<file path="src/hdl/tctod_pkg.sv">
// shared types and constants for the tick-calibrated time-of-day unit
// used by tctod_mul, tctod_div and tick_calibrated_time_of_day
package tctod_pkg;

   // datapath width of seconds, tick deltas, products and quotients
   localparam int DATA_BITS = 64;
   localparam int CNT_BITS  = $clog2(DATA_BITS + 1);

   // nanoseconds per second and its width
   localparam int                NS_BITS    = 30;
   localparam logic [NS_BITS-1:0] NS_PER_SEC = NS_BITS'(1000000000);
   localparam int                NS_CNT_BITS = $clog2(NS_BITS + 1);

   // action codes
   localparam logic [1:0] ACT_INIT = 2'd0;
   localparam logic [1:0] ACT_TICK = 2'd1;
   localparam logic [1:0] ACT_READ = 2'd2;
   localparam logic [1:0] ACT_NONE = 2'd3;

   // bit-serial multiplier request and status
   typedef struct packed {
      logic                 start;
      logic [DATA_BITS-1:0] multiplicand;
      logic [NS_BITS-1:0]   multiplier;
   } mul_req_type;

   typedef struct packed {
      logic                 done;
      logic [DATA_BITS-1:0] product;
   } mul_rsp_type;

   // bit-serial divider request and status
   typedef struct packed {
      logic                 start;
      logic [DATA_BITS-1:0] dividend;
      logic [DATA_BITS-1:0] divisor;
   } div_req_type;

   typedef struct packed {
      logic                 done;
      logic [DATA_BITS-1:0] quotient;
      logic [DATA_BITS-1:0] remainder;
   } div_rsp_type;

endpackage

</file>
<file path="src/hdl/tctod_mul.sv">
// shift-and-add multiplier, one multiplier bit per cycle, product wraps at 64 bits
// depends on tctod_pkg
module tctod_mul (
   input  logic                 clock,
   input  logic                 reset,
   input  tctod_pkg::mul_req_type req,
   output tctod_pkg::mul_rsp_type rsp
);

   logic [tctod_pkg::DATA_BITS-1:0]   acc_ff, acc_in;
   logic [tctod_pkg::DATA_BITS-1:0]   mcand_ff, mcand_in;
   logic [tctod_pkg::NS_BITS-1:0]     mplier_ff, mplier_in;
   logic [tctod_pkg::NS_CNT_BITS-1:0] count_ff, count_in;
   logic                              busy_ff, busy_in;
   logic                              done_ff, done_in;

   // one partial product per cycle, multiplicand shifts up, multiplier down
   always_comb begin
      acc_in    = acc_ff;
      mcand_in  = mcand_ff;
      mplier_in = mplier_ff;
      count_in  = count_ff;
      busy_in   = busy_ff;
      done_in   = 1'b0;
      if (req.start) begin
         acc_in    = '0;
         mcand_in  = req.multiplicand;
         mplier_in = req.multiplier;
         count_in  = tctod_pkg::NS_CNT_BITS'(tctod_pkg::NS_BITS);
         busy_in   = 1'b1;
      end else if (busy_ff) begin
         if (mplier_ff[0]) begin
            acc_in = acc_ff + mcand_ff;
         end
         mcand_in  = {mcand_ff[tctod_pkg::DATA_BITS-2:0], 1'b0};
         mplier_in = {1'b0, mplier_ff[tctod_pkg::NS_BITS-1:1]};
         count_in  = count_ff - 1'b1;
         if (count_ff == tctod_pkg::NS_CNT_BITS'(1)) begin
            busy_in = 1'b0;
            done_in = 1'b1;
         end
      end
   end

   always_ff @(posedge clock) begin
      if (reset) begin
         busy_ff  <= 1'b0;
         done_ff  <= 1'b0;
         count_ff <= '0;
      end else begin
         busy_ff  <= busy_in;
         done_ff  <= done_in;
         count_ff <= count_in;
      end
      acc_ff    <= acc_in;
      mcand_ff  <= mcand_in;
      mplier_ff <= mplier_in;
   end

   assign rsp.done    = done_ff;
   assign rsp.product = acc_ff;

endmodule

</file>
<file path="src/hdl/tctod_div.sv">
// restoring divider, one quotient bit per cycle
// depends on tctod_pkg; divisor must be nonzero
module tctod_div (
   input  logic                 clock,
   input  logic                 reset,
   input  tctod_pkg::div_req_type req,
   output tctod_pkg::div_rsp_type rsp
);

   logic [tctod_pkg::DATA_BITS-1:0] rem_ff, rem_in;
   logic [tctod_pkg::DATA_BITS-1:0] quo_ff, quo_in;
   logic [tctod_pkg::DATA_BITS-1:0] dvs_ff, dvs_in;
   logic [tctod_pkg::CNT_BITS-1:0]  count_ff, count_in;
   logic                            busy_ff, busy_in;
   logic                            done_ff, done_in;
   logic [tctod_pkg::DATA_BITS:0]   trial;
   logic [tctod_pkg::DATA_BITS:0]   diff;
   logic                            fits;

   // shifted partial remainder against the divisor
   assign trial = {rem_ff, quo_ff[tctod_pkg::DATA_BITS-1]};
   assign fits  = (trial >= {1'b0, dvs_ff});
   assign diff  = trial - {1'b0, dvs_ff};

   // dividend bits leave the top of the quotient register as quotient bits enter
   always_comb begin
      rem_in   = rem_ff;
      quo_in   = quo_ff;
      dvs_in   = dvs_ff;
      count_in = count_ff;
      busy_in  = busy_ff;
      done_in  = 1'b0;
      if (req.start) begin
         rem_in   = '0;
         quo_in   = req.dividend;
         dvs_in   = req.divisor;
         count_in = tctod_pkg::CNT_BITS'(tctod_pkg::DATA_BITS);
         busy_in  = 1'b1;
      end else if (busy_ff) begin
         rem_in   = fits ? diff[tctod_pkg::DATA_BITS-1:0] : trial[tctod_pkg::DATA_BITS-1:0];
         quo_in   = {quo_ff[tctod_pkg::DATA_BITS-2:0], fits};
         count_in = count_ff - 1'b1;
         if (count_ff == tctod_pkg::CNT_BITS'(1)) begin
            busy_in = 1'b0;
            done_in = 1'b1;
         end
      end
   end

   always_ff @(posedge clock) begin
      if (reset) begin
         busy_ff  <= 1'b0;
         done_ff  <= 1'b0;
         count_ff <= '0;
      end else begin
         busy_ff  <= busy_in;
         done_ff  <= done_in;
         count_ff <= count_in;
      end
      rem_ff <= rem_in;
      quo_ff <= quo_in;
      dvs_ff <= dvs_in;
   end

   assign rsp.done      = done_ff;
   assign rsp.quotient  = quo_ff;
   assign rsp.remainder = rem_ff;

endmodule

</file>
<file path="src/hdl/tick_calibrated_time_of_day.sv">
// top level of the tick-calibrated time-of-day unit
// depends on tctod_pkg, tctod_mul and tctod_div
//
// Usage:
//   req channel: one beat per action. tuser selects the action (init, tick,
//   read) and flags the RTC read as valid; tdata carries the counter value
//   and the RTC seconds. rsp channel: one beat per request with seconds,
//   nanoseconds and the tick frequency after the action.
//   csr_wr_en/csr_wr_data load min_seconds (0 acts as 1); write only idle.
// Throughput and sequencing:
//   one request at a time; req_tready is high only while no request is in
//   work. init, tick without recalibration and uncalibrated reads without
//   calibration go from the decide state straight to the output state. A
//   recalibration runs the bit-serial divider. A calibrated read runs the
//   serial multiplier (one bit of 1e9 per cycle) and two 64-step divides in
//   turn. These serial units set the rate.
// Reset:
//   clears the time base, frequency (uncalibrated) and sets min_seconds to 1.
// Stall:
//   the result sits in an output register; if rsp_tready is low the unit
//   holds a finished result until the register frees, and takes no new beat.
module tick_calibrated_time_of_day #(
   parameter int COUNTER_BITS = 64
) (
   input  logic         clock,
   input  logic         reset,
   // request channel
   input  logic         req_tvalid,
   output logic         req_tready,
   input  logic [127:0] req_tdata,   // counter_value[63:0], rtc_seconds[127:64]
   input  logic [2:0]   req_tuser,   // action[1:0], rtc_valid[2]
   // result channel
   output logic         rsp_tvalid,
   input  logic         rsp_tready,
   output logic [159:0] rsp_tdata,   // seconds[63:0], nanoseconds[93:64],
                                     // tick_frequency[157:94], zero[159:158]
   // configuration
   input  logic         csr_wr_en,
   input  logic [7:0]   csr_wr_data  // min_seconds
);

   localparam int DB = tctod_pkg::DATA_BITS;

   typedef enum logic [6:0] {
      ST_IDLE   = 7'b0000001,
      ST_DECIDE = 7'b0000010,
      ST_MUL    = 7'b0000100,
      ST_RDIV   = 7'b0001000,
      ST_SDIV   = 7'b0010000,
      ST_CAL    = 7'b0100000,
      ST_OUT    = 7'b1000000
   } state_type;

   state_type state_ff, state_in;

   // persistent state
   logic [DB-1:0]           base_seconds_ff, base_seconds_in;
   logic [COUNTER_BITS-1:0] base_tick_ff, base_tick_in;
   logic [DB-1:0]           tps_ff, tps_in;
   logic [7:0]              min_seconds_ff;

   // latched request
   logic [1:0]              action_ff;
   logic [COUNTER_BITS-1:0] now_ff;
   logic [DB-1:0]           rtc_ff;
   logic                    valid_ff;

   // pending result
   logic [DB-1:0]                   res_secs_ff, res_secs_in;
   logic [tctod_pkg::NS_BITS-1:0]   res_ns_ff, res_ns_in;

   // output register
   logic         rsp_valid_ff, rsp_valid_in;
   logic [159:0] rsp_data_ff, rsp_data_in;

   // serial units
   tctod_pkg::mul_req_type mul_req;
   tctod_pkg::mul_rsp_type mul_rsp;
   tctod_pkg::div_req_type div_req;
   tctod_pkg::div_rsp_type div_rsp;

   logic                    req_beat;
   logic [COUNTER_BITS-1:0] delta;
   logic [DB-1:0]           delta_ext;
   logic [DB-1:0]           sec_diff;
   logic [31:0]             elapsed;
   logic [7:0]              need;
   logic [DB-1:0]           rtc_or_zero;
   logic [DB-1:0]           cal_freq;

   tctod_mul u_mul (
      .clock (clock),
      .reset (reset),
      .req   (mul_req),
      .rsp   (mul_rsp)
   );

   tctod_div u_div (
      .clock (clock),
      .reset (reset),
      .req   (div_req),
      .rsp   (div_rsp)
   );

   assign req_tready = (state_ff == ST_IDLE);
   assign req_beat   = req_tvalid & req_tready;

   // deltas against the time base
   assign delta       = now_ff - base_tick_ff;
   assign delta_ext   = DB'(delta);
   assign sec_diff    = rtc_ff - base_seconds_ff;
   assign elapsed     = sec_diff[31:0];
   assign need        = (min_seconds_ff == 8'd0) ? 8'd1 : min_seconds_ff;
   assign rtc_or_zero = valid_ff ? rtc_ff : '0;
   assign cal_freq    = (div_rsp.quotient == '0) ? DB'(1) : div_rsp.quotient;

   // sequencer
   always_comb begin
      state_in        = state_ff;
      base_seconds_in = base_seconds_ff;
      base_tick_in    = base_tick_ff;
      tps_in          = tps_ff;
      res_secs_in     = res_secs_ff;
      res_ns_in       = res_ns_ff;
      rsp_valid_in    = rsp_valid_ff & ~rsp_tready;
      rsp_data_in     = rsp_data_ff;

      mul_req.start        = 1'b0;
      mul_req.multiplicand = delta_ext;
      mul_req.multiplier   = tctod_pkg::NS_PER_SEC;

      div_req.start    = 1'b0;
      div_req.dividend = delta_ext;
      div_req.divisor  = DB'(elapsed);

      case (state_ff)
         ST_IDLE: begin
            if (req_beat) begin
               state_in = ST_DECIDE;
            end
         end
         ST_DECIDE: begin
            res_ns_in   = '0;
            res_secs_in = base_seconds_ff;
            state_in    = ST_OUT;
            case (action_ff)
               tctod_pkg::ACT_INIT: begin
                  base_tick_in    = now_ff;
                  base_seconds_in = rtc_or_zero;
                  res_secs_in     = rtc_or_zero;
               end
               tctod_pkg::ACT_TICK: begin
                  if (valid_ff && (elapsed >= 32'(need))) begin
                     div_req.start = 1'b1;
                     state_in      = ST_CAL;
                  end
               end
               tctod_pkg::ACT_READ: begin
                  if (tps_ff != '0) begin
                     mul_req.start = 1'b1;
                     state_in      = ST_MUL;
                  end else begin
                     res_secs_in = rtc_or_zero;
                     // calibrate from the rtc when it has moved past the base
                     if (valid_ff && (rtc_ff > base_seconds_ff) && (elapsed != '0)) begin
                        div_req.start = 1'b1;
                        state_in      = ST_CAL;
                     end
                  end
               end
               default: begin
               end
            endcase
         end
         ST_CAL: begin
            if (div_rsp.done) begin
               tps_in          = cal_freq;
               base_seconds_in = rtc_ff;
               base_tick_in    = now_ff;
               res_secs_in     = rtc_ff;
               state_in        = ST_OUT;
            end
         end
         ST_MUL: begin
            div_req.dividend = mul_rsp.product;
            div_req.divisor  = tps_ff;
            if (mul_rsp.done) begin
               div_req.start = 1'b1;
               state_in      = ST_RDIV;
            end
         end
         ST_RDIV: begin
            // split elapsed nanoseconds into whole seconds and fraction
            div_req.dividend = div_rsp.quotient;
            div_req.divisor  = DB'(tctod_pkg::NS_PER_SEC);
            if (div_rsp.done) begin
               div_req.start = 1'b1;
               state_in      = ST_SDIV;
            end
         end
         ST_SDIV: begin
            if (div_rsp.done) begin
               res_secs_in = base_seconds_ff + div_rsp.quotient;
               res_ns_in   = div_rsp.remainder[tctod_pkg::NS_BITS-1:0];
               state_in    = ST_OUT;
            end
         end
         ST_OUT: begin
            if (!rsp_valid_ff || rsp_tready) begin
               rsp_valid_in = 1'b1;
               rsp_data_in  = {2'b00, tps_ff, res_ns_ff, res_secs_ff};
               state_in     = ST_IDLE;
            end
         end
         default: begin
            state_in = ST_IDLE;
         end
      endcase
   end

   // control and persistent state
   always_ff @(posedge clock) begin
      if (reset) begin
         state_ff        <= ST_IDLE;
         base_seconds_ff <= '0;
         base_tick_ff    <= '0;
         tps_ff          <= '0;
         min_seconds_ff  <= 8'd1;
         rsp_valid_ff    <= 1'b0;
      end else begin
         state_ff        <= state_in;
         base_seconds_ff <= base_seconds_in;
         base_tick_ff    <= base_tick_in;
         tps_ff          <= tps_in;
         rsp_valid_ff    <= rsp_valid_in;
         if (csr_wr_en) begin
            min_seconds_ff <= csr_wr_data;
         end
      end
   end

   // request capture and result payload
   always_ff @(posedge clock) begin
      if (req_beat) begin
         action_ff <= req_tuser[1:0];
         valid_ff  <= req_tuser[2];
         now_ff    <= req_tdata[COUNTER_BITS-1:0];
         rtc_ff    <= req_tdata[127:64];
      end
      res_secs_ff <= res_secs_in;
      res_ns_ff   <= res_ns_in;
      rsp_data_ff <= rsp_data_in;
   end

   assign rsp_tvalid = rsp_valid_ff;
   assign rsp_tdata  = rsp_data_ff;

   // divider results arrive only while a divide is being waited on
   a_div_done_state: assert property (@(posedge clock) disable iff (reset)
      div_rsp.done |-> (state_ff == ST_CAL || state_ff == ST_RDIV || state_ff == ST_SDIV))
      else $error("divider finished outside a divide state");

   // multiplier results arrive only in the multiply state
   a_mul_done_state: assert property (@(posedge clock) disable iff (reset)
      mul_rsp.done |-> (state_ff == ST_MUL))
      else $error("multiplier finished outside the multiply state");

   // a calibration always leaves a nonzero frequency
   a_cal_nonzero: assert property (@(posedge clock) disable iff (reset)
      (state_ff == ST_CAL && div_rsp.done) |=> (tps_ff != '0))
      else $error("calibration stored a zero frequency");

   // fraction of a second stays below one second
   a_ns_range: assert property (@(posedge clock) disable iff (reset)
      (state_ff == ST_SDIV && div_rsp.done) |-> (div_rsp.remainder < DB'(tctod_pkg::NS_PER_SEC)))
      else $error("nanosecond remainder out of range");

   // a calibrated read only starts with a known frequency
   a_read_freq: assert property (@(posedge clock) disable iff (reset)
      (state_ff == ST_MUL) |-> (tps_ff != '0))
      else $error("calibrated read without a frequency");

endmodule

</file>
<file path="config.mk">
export PLATFORM = sky130hd
export DESIGN_NAME = tick_calibrated_time_of_day
export DESIGN_NICKNAME = d
export VERILOG_FILES = /design/src/hdl/tctod_pkg.sv /design/src/hdl/tctod_mul.sv /design/src/hdl/tctod_div.sv /design/src/hdl/tick_calibrated_time_of_day.sv
export SDC_FILE = /design/constraint.sdc
export NUM_CORES = 2
export LEC_CHECK = 0
export CORE_MARGIN = 2
export CORE_UTILIZATION = 25
export CTS_CLUSTER_DIAMETER = 200
export CTS_CLUSTER_SIZE = 25
export DETAILED_ROUTE_END_ITERATION = 12
export DONT_BUFFER_PORTS = 1
export GPL_TIMING_DRIVEN = 1
export PLACE_DENSITY = 0.41
export SYNTH_ARGS = -nofsm -noshare
export SYNTH_HDL_FRONTEND = slang
export SYNTH_SLANG_ARGS = --single-unit
</file>
<file path="constraint.sdc">
create_clock -name clock -period 9.1 [get_ports clock]
set_clock_uncertainty 0.15 [all_clocks]
set_input_delay 1.82 -clock clock [delete_from_list [all_inputs] [get_ports clock]]
set_output_delay 1.82 -clock clock [all_outputs]
set_load 0.1 [all_outputs]
</file>
==> flow_results.xml <==
<?xml version="1.0" encoding="UTF-8"?>
<metrics>
  <group name="power_and_ir_drop">
    <metric name="power_per_cell_area" unit="nW/µm²">185</metric>
    <metric name="cellLeakagePower" unit="nW">21.4</metric>
    <metric name="power.total" unit="mW">10.7</metric>
    <metric name="ir_drop_worst_vdd" unit="µV">161</metric>
  </group>
  <group name="global_routing">
    <metric name="antenna_found_initial" unit="">52</metric>
    <metric name="grt_pass1_vias" unit="">39071</metric>
    <metric name="globalRoute.totalOverflow" unit="">0</metric>
    <metric name="grt_pass1_wl" unit="µm">275000</metric>
    <metric name="maximum_number_of_pins_on_one_net_before_global_route_repair" unit="">225</metric>
    <metric name="grt_usage" unit="%">16.8</metric>
  </group>
  <group name="clocking">
    <metric name="cts_setup_buffers" unit="">0</metric>
    <metric name="clk_pin_slew_worst_paths" unit="ns">0.12</metric>
    <metric name="tritoncts_clock_tree" unit="">yes</metric>
    <metric name="root_buffer" unit="">clkbuf_16</metric>
    <metric name="clock_sink_count" unit="">957</metric>
    <metric name="max_clock_buf_depth" unit="">3</metric>
    <metric name="ctsHoldBuffers" unit="">0</metric>
    <metric name="htreeDepth" unit="">2</metric>
    <metric name="postCtsResizedCells" unit="">0</metric>
    <metric name="cts_made_buffers" unit="">44</metric>
    <metric name="worst_skew_pair.late_latency" unit="ns">0.71</metric>
  </group>
  <group name="timing">
    <metric name="final_max_slew_viol_count" unit="">0</metric>
    <metric name="rsz0062_at_grt" unit="">no</metric>
    <metric name="period_minus_slack" unit="ns">6.37</metric>
    <metric name="final-hold-violation-count" unit="">0</metric>
    <metric name="worstMarginPinSlew" unit="ns">1.19</metric>
    <metric name="setup_violations" unit="">0</metric>
    <metric name="worst_slack" unit="ns">2.73</metric>
    <metric name="finalSetupTns" unit="ns">0</metric>
    <metric name="max_freq" unit="MHz">157</metric>
    <metric name="min_period_over_period" unit="%">70.0</metric>
    <metric name="final.hold.worst_slack" unit="ns">0.270</metric>
    <metric name="worst_slew_margin_relative_to_its_limit" unit="%">20.0</metric>
  </group>
  <group name="placed_design">
    <metric name="post-dp-hpwl" unit="µm">141000</metric>
    <metric name="placed_cells_incl_taps" unit="">8176</metric>
    <metric name="detailed_place.area" unit="µm²">56400</metric>
    <metric name="place_worst_setup_slack" unit="ns">2.80</metric>
    <metric name="routabilityCongestion" unit="">0.862</metric>
    <metric name="place.port_buffers" unit="">0</metric>
  </group>
  <group name="die">
    <metric name="initial_utilization" unit="%">25.2</metric>
    <metric name="die_outline_height" unit="µm">466</metric>
    <metric name="io_pins" unit="">306</metric>
    <metric name="rows" unit="">169</metric>
    <metric name="dieArea" unit="µm²">218000</metric>
    <metric name="die_w" unit="µm">466</metric>
    <metric name="core_region_area" unit="µm²">212000</metric>
  </group>
  <group name="synth">
    <metric name="synth.distinct_cells" unit="">93</metric>
    <metric name="seq_area_frac_synth" unit="%">46.6</metric>
    <metric name="synth_area_leader_cell" unit="">edfxtp_1</metric>
    <metric name="synth_top_area_share" unit="%">32.3</metric>
    <metric name="yosys.cell_count.top_type" unit="">nand2_1</metric>
    <metric name="cells_after_synth" unit="">5595</metric>
    <metric name="synthArstFlopShare" unit="%">0</metric>
    <metric name="yosys_register_bits" unit="">957</metric>
    <metric name="synth_top_cells_by_area" unit="">edfxtp_1 32%, dfxtp_1 14%, ha_1 7.8%</metric>
    <metric name="top_post_synthesis_cells_by_count" unit="">807 x nand2_1, 603 x a21oi_1, 575 x edfxtp_1</metric>
    <metric name="synth_enable_flop_cells" unit="">575</metric>
    <metric name="yosysWarningCount" unit="">0</metric>
    <metric name="dominant_register_cell_in_the_synthesized_netlist" unit="">edfxtp_1</metric>
    <metric name="mappedNetlistArea" unit="µm²">53500</metric>
    <metric name="syn-mean-instance-area" unit="µm²">9.56</metric>
  </group>
  <group name="drt">
    <metric name="post_drt_wl_per_cell" unit="µm">22.8</metric>
    <metric name="route.detailed.vias_per_inst" unit="">4.93</metric>
    <metric name="routed_wl" unit="µm">189000</metric>
    <metric name="drt_pre_antenna_iters" unit="">5</metric>
    <metric name="vias_after_detailed_routing" unit="">40769</metric>
    <metric name="detailedRoute.firstIterationViolations" unit="">3278</metric>
    <metric name="drt_drc_violations_left" unit="">0</metric>
    <metric name="final_antenna_net_count" unit="">0</metric>
  </group>
  <group name="critical_path">
    <metric name="critical_path.reg2reg.endpoint" unit="">u_div.quo_ff[17]</metric>
    <metric name="r2r.worst_path.cells" unit="">18</metric>
    <metric name="critical_path.endpoint_type" unit="">flop</metric>
    <metric name="worstPathArrival" unit="ns">6.66</metric>
    <metric name="cp_data_required_time" unit="ns">9.39</metric>
    <metric name="r2r_slack" unit="ns">2.73</metric>
    <metric name="startpoint_type" unit="">flop</metric>
    <metric name="worst-path-max-fanout" unit="">73</metric>
    <metric name="timing.rr.start" unit="">rtc_ff[0]</metric>
    <metric name="crit_type" unit="">flop to flop</metric>
  </group>
  <group name="flow_run">
    <metric name="cap_violations" unit="">0</metric>
  </group>
  <group name="final_layout">
    <metric name="stdcell_count" unit="">8275</metric>
    <metric name="design.final.nets" unit="">5882</metric>
    <metric name="final_layout_size_suffix_gt1_share" unit="%">4.80</metric>
    <metric name="final_cell_area" unit="µm²">57700</metric>
    <metric name="layout.core_utilization" unit="%">27.2</metric>
    <metric name="area_delta_synth_final" unit="%">7.90</metric>
  </group>
  <group name="status">
    <metric name="outcome" unit="">complete, no violations</metric>
  </group>
  <group name="hold_path">
    <metric name="hold_path_class" unit="">flop to flop</metric>
    <metric name="worst_hold_path.endpoint" unit="">rsp_tdata[35]</metric>
    <metric name="holdPathStages" unit="">0</metric>
    <metric name="worst_hold_startpoint" unit="">res_secs_ff[35]</metric>
  </group>
</metrics>
[worst max-delay path, cell delays in order, from the launching register on]
cell,delay [ns]
edfxtp_1,0.43
inv_1,0.07
ha_1,0.17
inv_1,0.06
fa_1,0.43
a211oi_2,0.26
o211ai_1,0.23
and3_1,0.26
or2_1,0.33
a21boi_2,0.20
o21ai_1,0.10
xor2_1,0.18
or4_1,0.60
or2_0,0.26
o311a_1,0.41
o211ai_4,0.37
nand2_8,0.39
buf_4,0.61
mux2_1,0.48
[cell families (layout without fill, tap and decap cells)]
logic type,Yosys count,after routing,synth area share (%)
and+or+nand+nor,1743,1743,14.8
AOI/OAI and AO/OA,1577,1577,19.0
DFF,957,957,46.6
buffers and inverters,583,422,4.26
adders and majority gates,337,337,7.96
xor gates and xnor gates,258,258,4.23
muxes,139,139,3.13
other,1,21,0.00701
[power breakdown]
group | internal [mW] | switching, mW
clock | 0.952 | 1.52
combinational | 1.14 | 1.84
sequential | 4.91 | 0.297
[layer usage]
layer | global-route usage, % | part of all wire (%)
met4 | 4.68 | 2.9
met3 | 2.46 | 5.1
met5 | 0.527 | 0.15
met1 | 22.7 | 46
met2 | 27.6 | 46
[cells in the final DEF (no fill, tap or decap), types with 14 or more instances in the layout]
| cell | synthesis | routed |
|---|---|---|
| o31ai_1 | 24 | 24 |
| ha_1 | 332 | 332 |
| a22oi_1 | 59 | 59 |
| a21oi_1 | 603 | 602 |
| o21a_1 | 31 | 31 |
| a21o_1 | 209 | 208 |
| a211oi_2 | 32 | 32 |
| nor2_1 | 329 | 327 |
| inv_1 | 284 | 283 |
| clkbuf_1 | 271 | 31 |
| buf_4 | 2 | 57 |
| nand3_1 | 141 | 141 |
| nor2b_1 | 51 | 50 |
| and2_1 | 76 | 74 |
| mux2i_1 | 68 | 68 |
| nand4_1 | 80 | 80 |
| nand2_1 | 807 | 804 |
| a31oi_1 | 32 | 31 |
| o21bai_1 | 41 | 41 |
| clkbuf_16 | 0 | 45 |
| or3_1 | 17 | 17 |
| nor3_1 | 64 | 64 |
| nor4_1 | 45 | 45 |
| a211oi_1 | 54 | 54 |
| o21ai_0 | 250 | 250 |
| o211ai_1 | 23 | 23 |
| xnor2_1 | 153 | 153 |
| diode_2 | 0 | 19 |
| edfxtp_1 | 575 | 575 |
| and3_1 | 28 | 27 |
| mux2_4 | 52 | 52 |
| nand2b_1 | 43 | 42 |
| dfxtp_1 | 382 | 380 |
| or2_2 | 14 | 14 |
| a22o_1 | 66 | 66 |
| xor2_1 | 105 | 105 |
[area by class of cell]
class	instances	area, µm²
clock inverter	4	40.0
inverter	284	1070
fill	22562	155000
tap	2821	3530
timing repair buffer	58	448
sequential	957	24900
antenna	19	47.5
multi-input combinational	4056	26400
clock buffer	76	1240
[state kept, by name, summed over array words and instances (netlist names), 5 cells and up]
| signal | cells |
|---|---|
| base_seconds_ff | 64 |
| base_tick_ff | 64 |
| min_seconds_ff | 8 |
| now_ff | 64 |
| res_ns_ff | 30 |
| res_secs_ff | 64 |
| rsp_tdata | 158 |
| rtc_ff | 64 |
| state_ff | 7 |
| tps_ff | 64 |
| u_div.count_ff | 7 |
| u_div.dvs_ff | 64 |
| u_div.quo_ff | 64 |
| u_div.rem_ff | 64 |
| u_mul.acc_ff | 64 |
| u_mul.count_ff | 5 |
| u_mul.mcand_ff | 64 |
| u_mul.mplier_ff | 30 |
[worst max-delay path by stage]
stage / start / endpoint / slack [ns] / cells past startpoint
floorplan: base_seconds_ff[16] / u_div.quo_ff[0] / 1.61 / 17
global placement: rtc_ff[0] / u_div.quo_ff[17] / 2.85 / 18
finish: rtc_ff[0] / u_div.quo_ff[17] / 2.73 / 18
detailed placement: rtc_ff[0] / u_div.quo_ff[17] / 2.80 / 18
global route: rtc_ff[0] / u_div.quo_ff[17] / 2.43 / 18
CTS: rtc_ff[0] / u_div.quo_ff[17] / 2.75 / 18
Power figures use the tool's default switching activity.
